`config.mk`:
```
export PLATFORM = sky130hd
export DESIGN_NAME = imu_gps_frame_decoder_unit
export DESIGN_NICKNAME = d
export VERILOG_FILES = /design/src/hdl/ifgd_pkg.sv /design/src/hdl/ifgd_frame_fsm.sv /design/src/hdl/ifgd_field_unpack.sv /design/src/hdl/imu_gps_frame_decoder_unit.sv
export SDC_FILE = /design/constraint.sdc
export NUM_CORES = 1
export LEC_CHECK = 0
export BUFFER_PORTS_ARGS = -buffer_cell sky130_fd_sc_hd__buf_2
export CAP_MARGIN = 20
export CORE_AREA = 5 5 196 198
export CTS_BUF_LIST = sky130_fd_sc_hd__clkbuf_2
export DETAILED_ROUTE_END_ITERATION = 8
export DIE_AREA = 0 0 201 203
export PLACE_DENSITY = 0.69
export SYNTH_ARGS = -nofsm -noshare
export SYNTH_HDL_FRONTEND = slang
export SYNTH_SLANG_ARGS = --single-unit
```
`constraint.sdc`:
```
create_clock -name clk -period 16.1 [get_ports clk]
set_input_delay 3.22 -clock clk [delete_from_list [all_inputs] [get_ports clk]]
set_output_delay 3.22 -clock clk [all_outputs]
set_load 0.01 [all_outputs]
```
`src/hdl/ifgd_pkg.sv`:
```
// shared types and constants for the imu/gps frame decoder
// no dependencies; used by every module under hdl
package ifgd_pkg;

    localparam int MAX_PAYLOAD  = 28;
    // only the first payload bytes are ever decoded into fields
    localparam int DECODE_BYTES = 14;
    localparam int IDX_W        = $clog2(MAX_PAYLOAD + 1);

    localparam logic [7:0] HDR0       = 8'h44;
    localparam logic [7:0] HDR1       = 8'h49;
    localparam logic [7:0] HDR2       = 8'h59;
    localparam logic [7:0] HDR3       = 8'h64;
    localparam logic [7:0] MSG_ATT    = 8'h02;
    localparam logic [7:0] MSG_GPS    = 8'h03;
    localparam logic [7:0] MSG_ATT_AS = 8'h04;
    localparam logic [7:0] MSG_PERF   = 8'h0a;

    typedef enum logic [3:0] {
        PH_HUNT = 4'd0,
        PH_HDR1 = 4'd1,
        PH_HDR2 = 4'd2,
        PH_HDR3 = 4'd3,
        PH_LEN  = 4'd4,
        PH_MSG  = 4'd5,
        PH_PAY  = 4'd6,
        PH_CHK0 = 4'd7,
        PH_CHK1 = 4'd8
    } phase_t;

    typedef enum logic [2:0] {
        EV_ATT     = 3'd0,
        EV_ATT_AS  = 3'd1,
        EV_GPS     = 3'd2,
        EV_PERF    = 3'd3,
        EV_UNKNOWN = 3'd4,
        EV_CHK_ERR = 3'd5,
        EV_LEN_ERR = 3'd6
    } event_t;

    typedef logic [DECODE_BYTES-1:0][7:0] payload_bytes_t;

    // frame end report from the parser to the field unpacker
    typedef struct packed {
        logic       fire;
        logic       len_err;
        logic       chk_err;
        logic [7:0] msg;
    } frame_end_t;

endpackage

```
`src/hdl/ifgd_frame_fsm.sv`:
```
// header hunt, length/number/payload parse and fletcher-8 sums
// depends on ifgd_pkg
module ifgd_frame_fsm (
    input  logic                    clk,
    input  logic                    rst_n,
    input  logic                    step,
    input  logic [7:0]              rx,
    output ifgd_pkg::frame_end_t    done,
    output ifgd_pkg::payload_bytes_t store
);

    ifgd_pkg::phase_t                phase_reg, phase_next;
    logic [ifgd_pkg::IDX_W-1:0]      frame_length_reg, frame_length_next;
    logic [ifgd_pkg::IDX_W-1:0]      byte_index_reg, byte_index_next;
    logic [ifgd_pkg::IDX_W-1:0]      idx_inc;
    logic [7:0]                      message_kind_reg, message_kind_next;
    logic [7:0]                      sum_a_reg, sum_a_next;
    logic [7:0]                      sum_b_reg, sum_b_next;
    logic [7:0]                      first_check_reg, first_check_next;
    logic [7:0]                      sum_a_add, sum_b_add;
    logic                            len_bad;
    ifgd_pkg::payload_bytes_t        store_reg, store_next;

    assign sum_a_add = sum_a_reg + rx;
    assign sum_b_add = sum_b_reg + sum_a_add;
    assign len_bad   = rx > 8'(ifgd_pkg::MAX_PAYLOAD);
    assign idx_inc   = byte_index_reg + 1'b1;

    // next phase
    always_comb
    begin
        phase_next = phase_reg;
        if (step)
        begin
            case (phase_reg)
                ifgd_pkg::PH_HDR1: phase_next = (rx == ifgd_pkg::HDR1) ? ifgd_pkg::PH_HDR2
                                                                      : ifgd_pkg::PH_HUNT;
                ifgd_pkg::PH_HDR2: phase_next = (rx == ifgd_pkg::HDR2) ? ifgd_pkg::PH_HDR3
                                                                      : ifgd_pkg::PH_HUNT;
                ifgd_pkg::PH_HDR3: phase_next = (rx == ifgd_pkg::HDR3) ? ifgd_pkg::PH_LEN
                                                                      : ifgd_pkg::PH_HUNT;
                ifgd_pkg::PH_LEN:  phase_next = len_bad ? ifgd_pkg::PH_HUNT : ifgd_pkg::PH_MSG;
                ifgd_pkg::PH_MSG:  phase_next = ifgd_pkg::PH_PAY;
                ifgd_pkg::PH_PAY:  phase_next = (idx_inc >= frame_length_reg)
                                                ? ifgd_pkg::PH_CHK0 : ifgd_pkg::PH_PAY;
                ifgd_pkg::PH_CHK0: phase_next = ifgd_pkg::PH_CHK1;
                ifgd_pkg::PH_CHK1: phase_next = ifgd_pkg::PH_HUNT;
                default:           phase_next = (rx == ifgd_pkg::HDR0) ? ifgd_pkg::PH_HDR1
                                                                      : ifgd_pkg::PH_HUNT;
            endcase
        end
    end

    // frame bookkeeping, sums and payload store
    always_comb
    begin
        frame_length_next = frame_length_reg;
        byte_index_next   = byte_index_reg;
        message_kind_next = message_kind_reg;
        sum_a_next        = sum_a_reg;
        sum_b_next        = sum_b_reg;
        first_check_next  = first_check_reg;
        store_next        = store_reg;
        if (step)
        begin
            case (phase_reg)
                ifgd_pkg::PH_LEN:
                begin
                    if (len_bad)
                    begin
                        sum_a_next      = '0;
                        sum_b_next      = '0;
                        byte_index_next = '0;
                    end
                    else
                    begin
                        frame_length_next = rx[ifgd_pkg::IDX_W-1:0];
                        sum_a_next        = sum_a_add;
                        sum_b_next        = sum_b_add;
                    end
                end
                ifgd_pkg::PH_MSG:
                begin
                    message_kind_next = rx;
                    sum_a_next        = sum_a_add;
                    sum_b_next        = sum_b_add;
                end
                ifgd_pkg::PH_PAY:
                begin
                    // bytes past the decoded window are never read back
                    for (int i = 0; i < ifgd_pkg::DECODE_BYTES; i++)
                    begin
                        if (byte_index_reg == ifgd_pkg::IDX_W'(i))
                        begin
                            store_next[i] = rx;
                        end
                    end
                    sum_a_next      = sum_a_add;
                    sum_b_next      = sum_b_add;
                    byte_index_next = idx_inc;
                end
                ifgd_pkg::PH_CHK0:
                begin
                    first_check_next = rx;
                end
                ifgd_pkg::PH_CHK1:
                begin
                    sum_a_next      = '0;
                    sum_b_next      = '0;
                    byte_index_next = '0;
                end
                default:
                begin
                    sum_a_next = sum_a_reg;
                end
            endcase
        end
    end

    // frame end report for the current beat
    always_comb
    begin
        done.fire    = (phase_reg == ifgd_pkg::PH_LEN && len_bad)
                       || phase_reg == ifgd_pkg::PH_CHK1;
        done.len_err = phase_reg == ifgd_pkg::PH_LEN;
        done.chk_err = (sum_a_reg != first_check_reg) || (sum_b_reg != rx);
        done.msg     = message_kind_reg;
    end

    assign store = store_reg;

    always_ff @(posedge clk or negedge rst_n)
    begin
        if (!rst_n)
        begin
            phase_reg        <= ifgd_pkg::PH_HUNT;
            frame_length_reg <= '0;
            byte_index_reg   <= '0;
            message_kind_reg <= '0;
            sum_a_reg        <= '0;
            sum_b_reg        <= '0;
            first_check_reg  <= '0;
            store_reg        <= '0;
        end
        else
        begin
            phase_reg        <= phase_next;
            frame_length_reg <= frame_length_next;
            byte_index_reg   <= byte_index_next;
            message_kind_reg <= message_kind_next;
            sum_a_reg        <= sum_a_next;
            sum_b_reg        <= sum_b_next;
            first_check_reg  <= first_check_next;
            store_reg        <= store_next;
        end
    end

endmodule

```
`src/hdl/ifgd_field_unpack.sv`:
```
// turns a frame end report and the stored payload into event and fields
// depends on ifgd_pkg
module ifgd_field_unpack (
    input  ifgd_pkg::frame_end_t      done,
    input  ifgd_pkg::payload_bytes_t  store,
    output logic [2:0]                event_res,
    output logic signed [15:0]        roll,
    output logic signed [15:0]        pitch,
    output logic signed [15:0]        yaw,
    output logic signed [15:0]        airspeed,
    output logic signed [31:0]        longitude,
    output logic signed [31:0]        latitude,
    output logic signed [15:0]        altitude,
    output logic signed [15:0]        ground_speed,
    output logic signed [15:0]        course
);

    ifgd_pkg::event_t ev;

    always_comb
    begin
        ev           = ifgd_pkg::EV_UNKNOWN;
        roll         = '0;
        pitch        = '0;
        yaw          = '0;
        airspeed     = '0;
        longitude    = '0;
        latitude     = '0;
        altitude     = '0;
        ground_speed = '0;
        course       = '0;
        if (done.len_err)
        begin
            ev = ifgd_pkg::EV_LEN_ERR;
        end
        else if (done.chk_err)
        begin
            ev = ifgd_pkg::EV_CHK_ERR;
        end
        else
        begin
            case (done.msg)
                ifgd_pkg::MSG_ATT, ifgd_pkg::MSG_ATT_AS:
                begin
                    roll  = {store[0], store[1]};
                    pitch = {store[2], store[3]};
                    yaw   = {store[4], store[5]};
                    if (done.msg == ifgd_pkg::MSG_ATT)
                    begin
                        ev       = ifgd_pkg::EV_ATT;
                        airspeed = 16'hffff;
                    end
                    else
                    begin
                        ev       = ifgd_pkg::EV_ATT_AS;
                        airspeed = {store[6], store[7]};
                    end
                end
                ifgd_pkg::MSG_GPS:
                begin
                    ev           = ifgd_pkg::EV_GPS;
                    longitude    = {store[0], store[1], store[2], store[3]};
                    latitude     = {store[4], store[5], store[6], store[7]};
                    altitude     = {store[8], store[9]};
                    ground_speed = {store[10], store[11]};
                    course       = {store[12], store[13]};
                end
                ifgd_pkg::MSG_PERF:
                begin
                    ev = ifgd_pkg::EV_PERF;
                end
                default:
                begin
                    ev = ifgd_pkg::EV_UNKNOWN;
                end
            endcase
        end
    end

    assign event_res = ev;

endmodule

```
`src/hdl/imu_gps_frame_decoder_unit.sv`:
```
// top level of the imu/gps frame decoder: input register, parser, result register
// depends on ifgd_pkg, ifgd_frame_fsm, ifgd_field_unpack
//
//  port group   direction  beat carries
//  in_*         sink       rx_byte, one received serial byte
//  out_*        source     event_res and decoded fields, one per frame end
//
// one byte per cycle sustained while no frame-ending byte waits on a full
// result register; a byte is held in the input register, and the parse step
// that takes it from there also loads the result register, so a result is
// offered once the last check byte (or a bad length byte) is parsed
// reset clears the parser to header hunt and the payload store to zero
// a stall on out_ready holds input only when a byte that ends a frame waits
// behind a full result register; other bytes keep flowing
module imu_gps_frame_decoder_unit (
    input  logic               clk,
    input  logic               rst_n,
    input  logic               in_valid,
    output logic               in_ready,
    input  logic [7:0]         rx_byte,
    output logic               out_valid,
    input  logic               out_ready,
    output logic [2:0]         event_res,
    output logic signed [15:0] roll,
    output logic signed [15:0] pitch,
    output logic signed [15:0] yaw,
    output logic signed [15:0] airspeed,
    output logic signed [31:0] longitude,
    output logic signed [31:0] latitude,
    output logic signed [15:0] altitude,
    output logic signed [15:0] ground_speed,
    output logic signed [15:0] course
);

    logic                     in_valid_reg, in_valid_next;
    logic [7:0]               byte_reg;
    logic                     out_valid_reg, out_valid_next;
    logic                     advance;
    ifgd_pkg::frame_end_t     done;
    ifgd_pkg::payload_bytes_t store;

    logic [2:0]         ev_w;
    logic signed [15:0] roll_w, pitch_w, yaw_w, airspeed_w;
    logic signed [31:0] longitude_w, latitude_w;
    logic signed [15:0] altitude_w, ground_speed_w, course_w;

    logic [2:0]         event_reg;
    logic signed [15:0] roll_reg, pitch_reg, yaw_reg, airspeed_reg;
    logic signed [31:0] longitude_reg, latitude_reg;
    logic signed [15:0] altitude_reg, ground_speed_reg, course_reg;

    ifgd_frame_fsm u_fsm (
        .clk   (clk),
        .rst_n (rst_n),
        .step  (advance),
        .rx    (byte_reg),
        .done  (done),
        .store (store)
    );

    ifgd_field_unpack u_unpack (
        .done         (done),
        .store        (store),
        .event_res    (ev_w),
        .roll         (roll_w),
        .pitch        (pitch_w),
        .yaw          (yaw_w),
        .airspeed     (airspeed_w),
        .longitude    (longitude_w),
        .latitude     (latitude_w),
        .altitude     (altitude_w),
        .ground_speed (ground_speed_w),
        .course       (course_w)
    );

    // a held byte moves on unless it ends a frame and the result slot is full
    assign advance  = in_valid_reg && (!done.fire || !out_valid_reg || out_ready);
    assign in_ready = !in_valid_reg || advance;

    always_comb
    begin
        in_valid_next = in_valid_reg;
        if (in_valid && in_ready)
        begin
            in_valid_next = 1'b1;
        end
        else if (advance)
        begin
            in_valid_next = 1'b0;
        end

        out_valid_next = out_valid_reg;
        if (advance && done.fire)
        begin
            out_valid_next = 1'b1;
        end
        else if (out_ready)
        begin
            out_valid_next = 1'b0;
        end
    end

    always_ff @(posedge clk or negedge rst_n)
    begin
        if (!rst_n)
        begin
            in_valid_reg  <= 1'b0;
            out_valid_reg <= 1'b0;
        end
        else
        begin
            in_valid_reg  <= in_valid_next;
            out_valid_reg <= out_valid_next;
        end
    end

    always_ff @(posedge clk)
    begin
        if (in_valid && in_ready)
        begin
            byte_reg <= rx_byte;
        end
        if (advance && done.fire)
        begin
            event_reg        <= ev_w;
            roll_reg         <= roll_w;
            pitch_reg        <= pitch_w;
            yaw_reg          <= yaw_w;
            airspeed_reg     <= airspeed_w;
            longitude_reg    <= longitude_w;
            latitude_reg     <= latitude_w;
            altitude_reg     <= altitude_w;
            ground_speed_reg <= ground_speed_w;
            course_reg       <= course_w;
        end
    end

    assign out_valid    = out_valid_reg;
    assign event_res    = event_reg;
    assign roll         = roll_reg;
    assign pitch        = pitch_reg;
    assign yaw          = yaw_reg;
    assign airspeed     = airspeed_reg;
    assign longitude    = longitude_reg;
    assign latitude     = latitude_reg;
    assign altitude     = altitude_reg;
    assign ground_speed = ground_speed_reg;
    assign course       = course_reg;

endmodule

```
==> results by group <==
Timing
  • Max Transition Viols Final: 0
  • Fmax: 0.139 GHz
  • Worst Tran Pin Value: approximately 0.94 ns
  • Max-slew headroom: 0.372
  • Final WS setup: about 8.9 ns
  • Setup TNS: 0 ns
  • Fin crit period: ~7.2 ns
  • Setup violations, final: 0
  • RSZ-0062 raised after global routing: false
  • Fin crit share: 0.448
  • Fin Clk Skew: about 0.04 ns
  • Hold Vio Cnt, Final: 0

Worst setup path
  • R2R Setup Slk: 12.49 ns
  • Worst path max stage delay: approximately 0.33 ns
  • CP required: 12.88 ns
  • Worst R2R End: event_res[2]
  • Worst EP arrival: approximately 4.0 ns
  • Cells on worst reg2reg path: 8
  • Setup CP Type: in2out
  • Worst reg2reg path startpoint: byte_reg[0]
  • Slowest stage cell, crit path: or2_2
  • CP cell instances: buf_2, nand2b_1, or2_2, buf_2
  • Most used cell, CP: buf_2
  • Worst setup SP type: input pin
  • Critical-path maximum fanout: 3
  • Worst Setup End Kind: output port

Synthesis
  • Ys flop type: edfxtp_1
  • Simple logic cell fraction of the synthesized area: 0.120
  • Combinational family with the most area after synthesis: simple AND/OR/NAND/NOR gates
  • Synthesis warning total: 0
  • Post-synthesis register bit count: ~350
  • Syn avg cell area: between 10 and 15 µm²
  • Post-synth EDFFs: around 190
  • Seq/Total Area, Yosys: 0.673
  • Cell Area, Synth: between 0.01 and 0.015 mm²
  • Synthesized Nets: 1,019
  • Synth Area in XOR/XNOR: 0.0196
  • Post-synthesis compound-gate area fraction: 0.0429
  • FFs w/ async S/R, synth: 0.461
  • Post-synthesis mux area share: 0.102
  • Library cells used by synthesis: 55
  • Syn Inst Count: 982
  • Synthesized-area fraction occupied by adder cells: 0.0229

Clock network
  • Clock sinks: between 300 and 400
  • Clock Root Buffer: clkbuf_2
  • Post-cts hold buffer count: 0
  • Worst-Skew Late Latency: just under 0.9 ns
  • CTS tree: built
  • Max clock buf depth: 3
  • Clk slew on worst S/H paths: ~0.09 ns
  • TritonCTS buffer count: 85
  • H-tree level count: 3
  • CTS-repair resized insts: 0
  • Post-CTS setup buffers: 0

Final layout
  • Share of layout cells above drive strength 1: 0.380
  • Most frequent cells in the layout: buf_2 (191), edfxtp_1 (187), and2_1 (161)
  • Finished Cell Area: roughly 0.017 mm²
  • Nets@finish: 1,266
  • Commonest non-fill, non-tap cell in the layout: buf_2
  • Area Overhead vs Synth: 16.9%
  • Max reg flops: between 100 and 150
  • Filler cells: approximately 3.2k

Placed design
  • Dpl cell area: 0.0158 mm²
  • Gp weighted congestion: ~0.78
  • Number of port buffers: about 190
  • Post-DP HPWL: a little under 20,000 µm
  • Dpl ws: approximately 9 ns

Floorplanning
  • Die width: between 200 and 250 µm
  • Row cnt: 70
  • Die height: 203 µm
  • Ports: just under 200
  • Area of the core: 0.0363 mm²
  • Starting Density: 0.393
  • DIE AREA: between 0.04 and 0.05 mm²

Min path
  • Hold worst-path end: u_fsm.store[107]
  • Worst hold path depth: 1
  • Hold Crit Start: u_fsm.store[107]
  • Hold crit path type: reg2reg

Route
  • DRT Pass-1 Iters: 6
  • DRT Wirelength: between 30,000 and 40,000 µm
  • Antenna Nets Post-Route: 0
  • DRC: 0
  • Initial DRC count: approximately 490
  • Post-DR vias/cell: 4.81
  • Routed WL per cell: 17.8 µm
  • Via Count: around 8.5k

Power
  • P per Cell Area: slightly below 100 mW/mm²
  • Lkg Pwr: between 8 and 9 nW
  • Maximum VDD drop: around 0.04 mV
  • Final total power: about 1.6 mW

Job
  • MaxCap Viol Count: 0

Global route
  • Total track usage: 0.153
  • Vias in the first global route: between 8k and 9k
  • GRT overflow: 0
  • Maximum number of pins on one net before global-route repair: between 90 and 100
  • First-pass GRT wire length: between 40,000 and 50,000 µm
  • Initial antenna violation count: 2

Status
  • Outcome: completed
-- kinds of logic after synthesis --
kind of cell | after synthesis
AOI/OAI and AO/OA | 90
xor gates and xnor gates | 32
adders and majority gates | 25
buffers and inverters | 70
DFF | 347
muxes | 129
and+or+nand+nor | 289
-- routing by layer --
metal	vias up	global-route usage	share of wire
met5	-	0	0
met4	0	0.0546	0.017
met3	43	0.0438	0.056
met2	227	0.250	0.49
met1	4212	0.196	0.44
li1	4037	-	-
-- Yosys cell counts, types with 9 or more instances --
library cell    n  area [µm²]
a21oi_1        15        75.1
and2_1        161        1010
buf_2          10        50.1
clkbuf_1       33         124
dfrtp_1       160        4000
edfxtp_1      187        5620
ha_1           23         288
inv_1          20        75.1
mux2_2        127        1430
nand2_1        48         180
nand2b_1       13        81.3
nor2_1         13        48.8
o21a_1         18         135
o21ai_0        22         110
o31ai_1        12        90.1
xnor2_1         9        78.8
xor2_1         23         201
-- area by class of cell --
| class | count | area (µm²) | share of cell area |
|---|---|---|---|
| diodes | 2 | 5.00 | 0.000300 |
| clock buffers | 127 | 636 | 0.0381 |
| clock inverters | 32 | 263 | 0.0157 |
| inverters | 20 | 75.1 | 0.00450 |
| multi-input cells | 565 | 4400 | 0.264 |
| flip-flops and latches | 347 | 9620 | 0.576 |
| well taps | 468 | 586 | 0.0351 |
| repair buffers | 210 | 1110 | 0.0667 |
-- per-stage QoR --
stage / cells / hold WS (ns) / util
floorplan: 982 / 0.470 / -
global placement: 1608 / 0.479 / 0.434
detailed placement: 1609 / 0.485 / 0.434
CTS: 1768 / 0.505 / 0.459
global route: 1771 / 0.520 / 0.459
finish: 1771 / 0.501 / 0.459
-- where the power goes --
group	internal (mW)	total, mW	switching, mW	leakage (nW)
registers	0.932	0.936	0.00454	4.20
clock network	0.292	0.636	0.344	0.647
logic	0.0134	0.0460	0.0326	3.18
total	1.24	1.62	0.381	8.03
-- worst max-delay path by stage --
| stage | from | to | slack [ns] | cells past startpoint |
|---|---|---|---|---|
| 2_1_floorplan | out_ready | airspeed[0] | 5.06 | 3 |
| 3_3_place_gp | out_ready | in_ready | 8.87 | 4 |
| 3_5_place_dp | out_ready | in_ready | 8.88 | 4 |
| 4_1_cts | out_ready | in_ready | 8.88 | 4 |
| 5_1_grt | out_ready | in_ready | 8.84 | 4 |
| 6_report | out_ready | in_ready | 8.88 | 4 |
-- worst max-delay path: cells and delay by family --
family,cells,cell delay [ns]
buffers and inverters,2,0.26
AND/OR/NAND/NOR,2,0.52
Power figures use the tool's default switching activity.
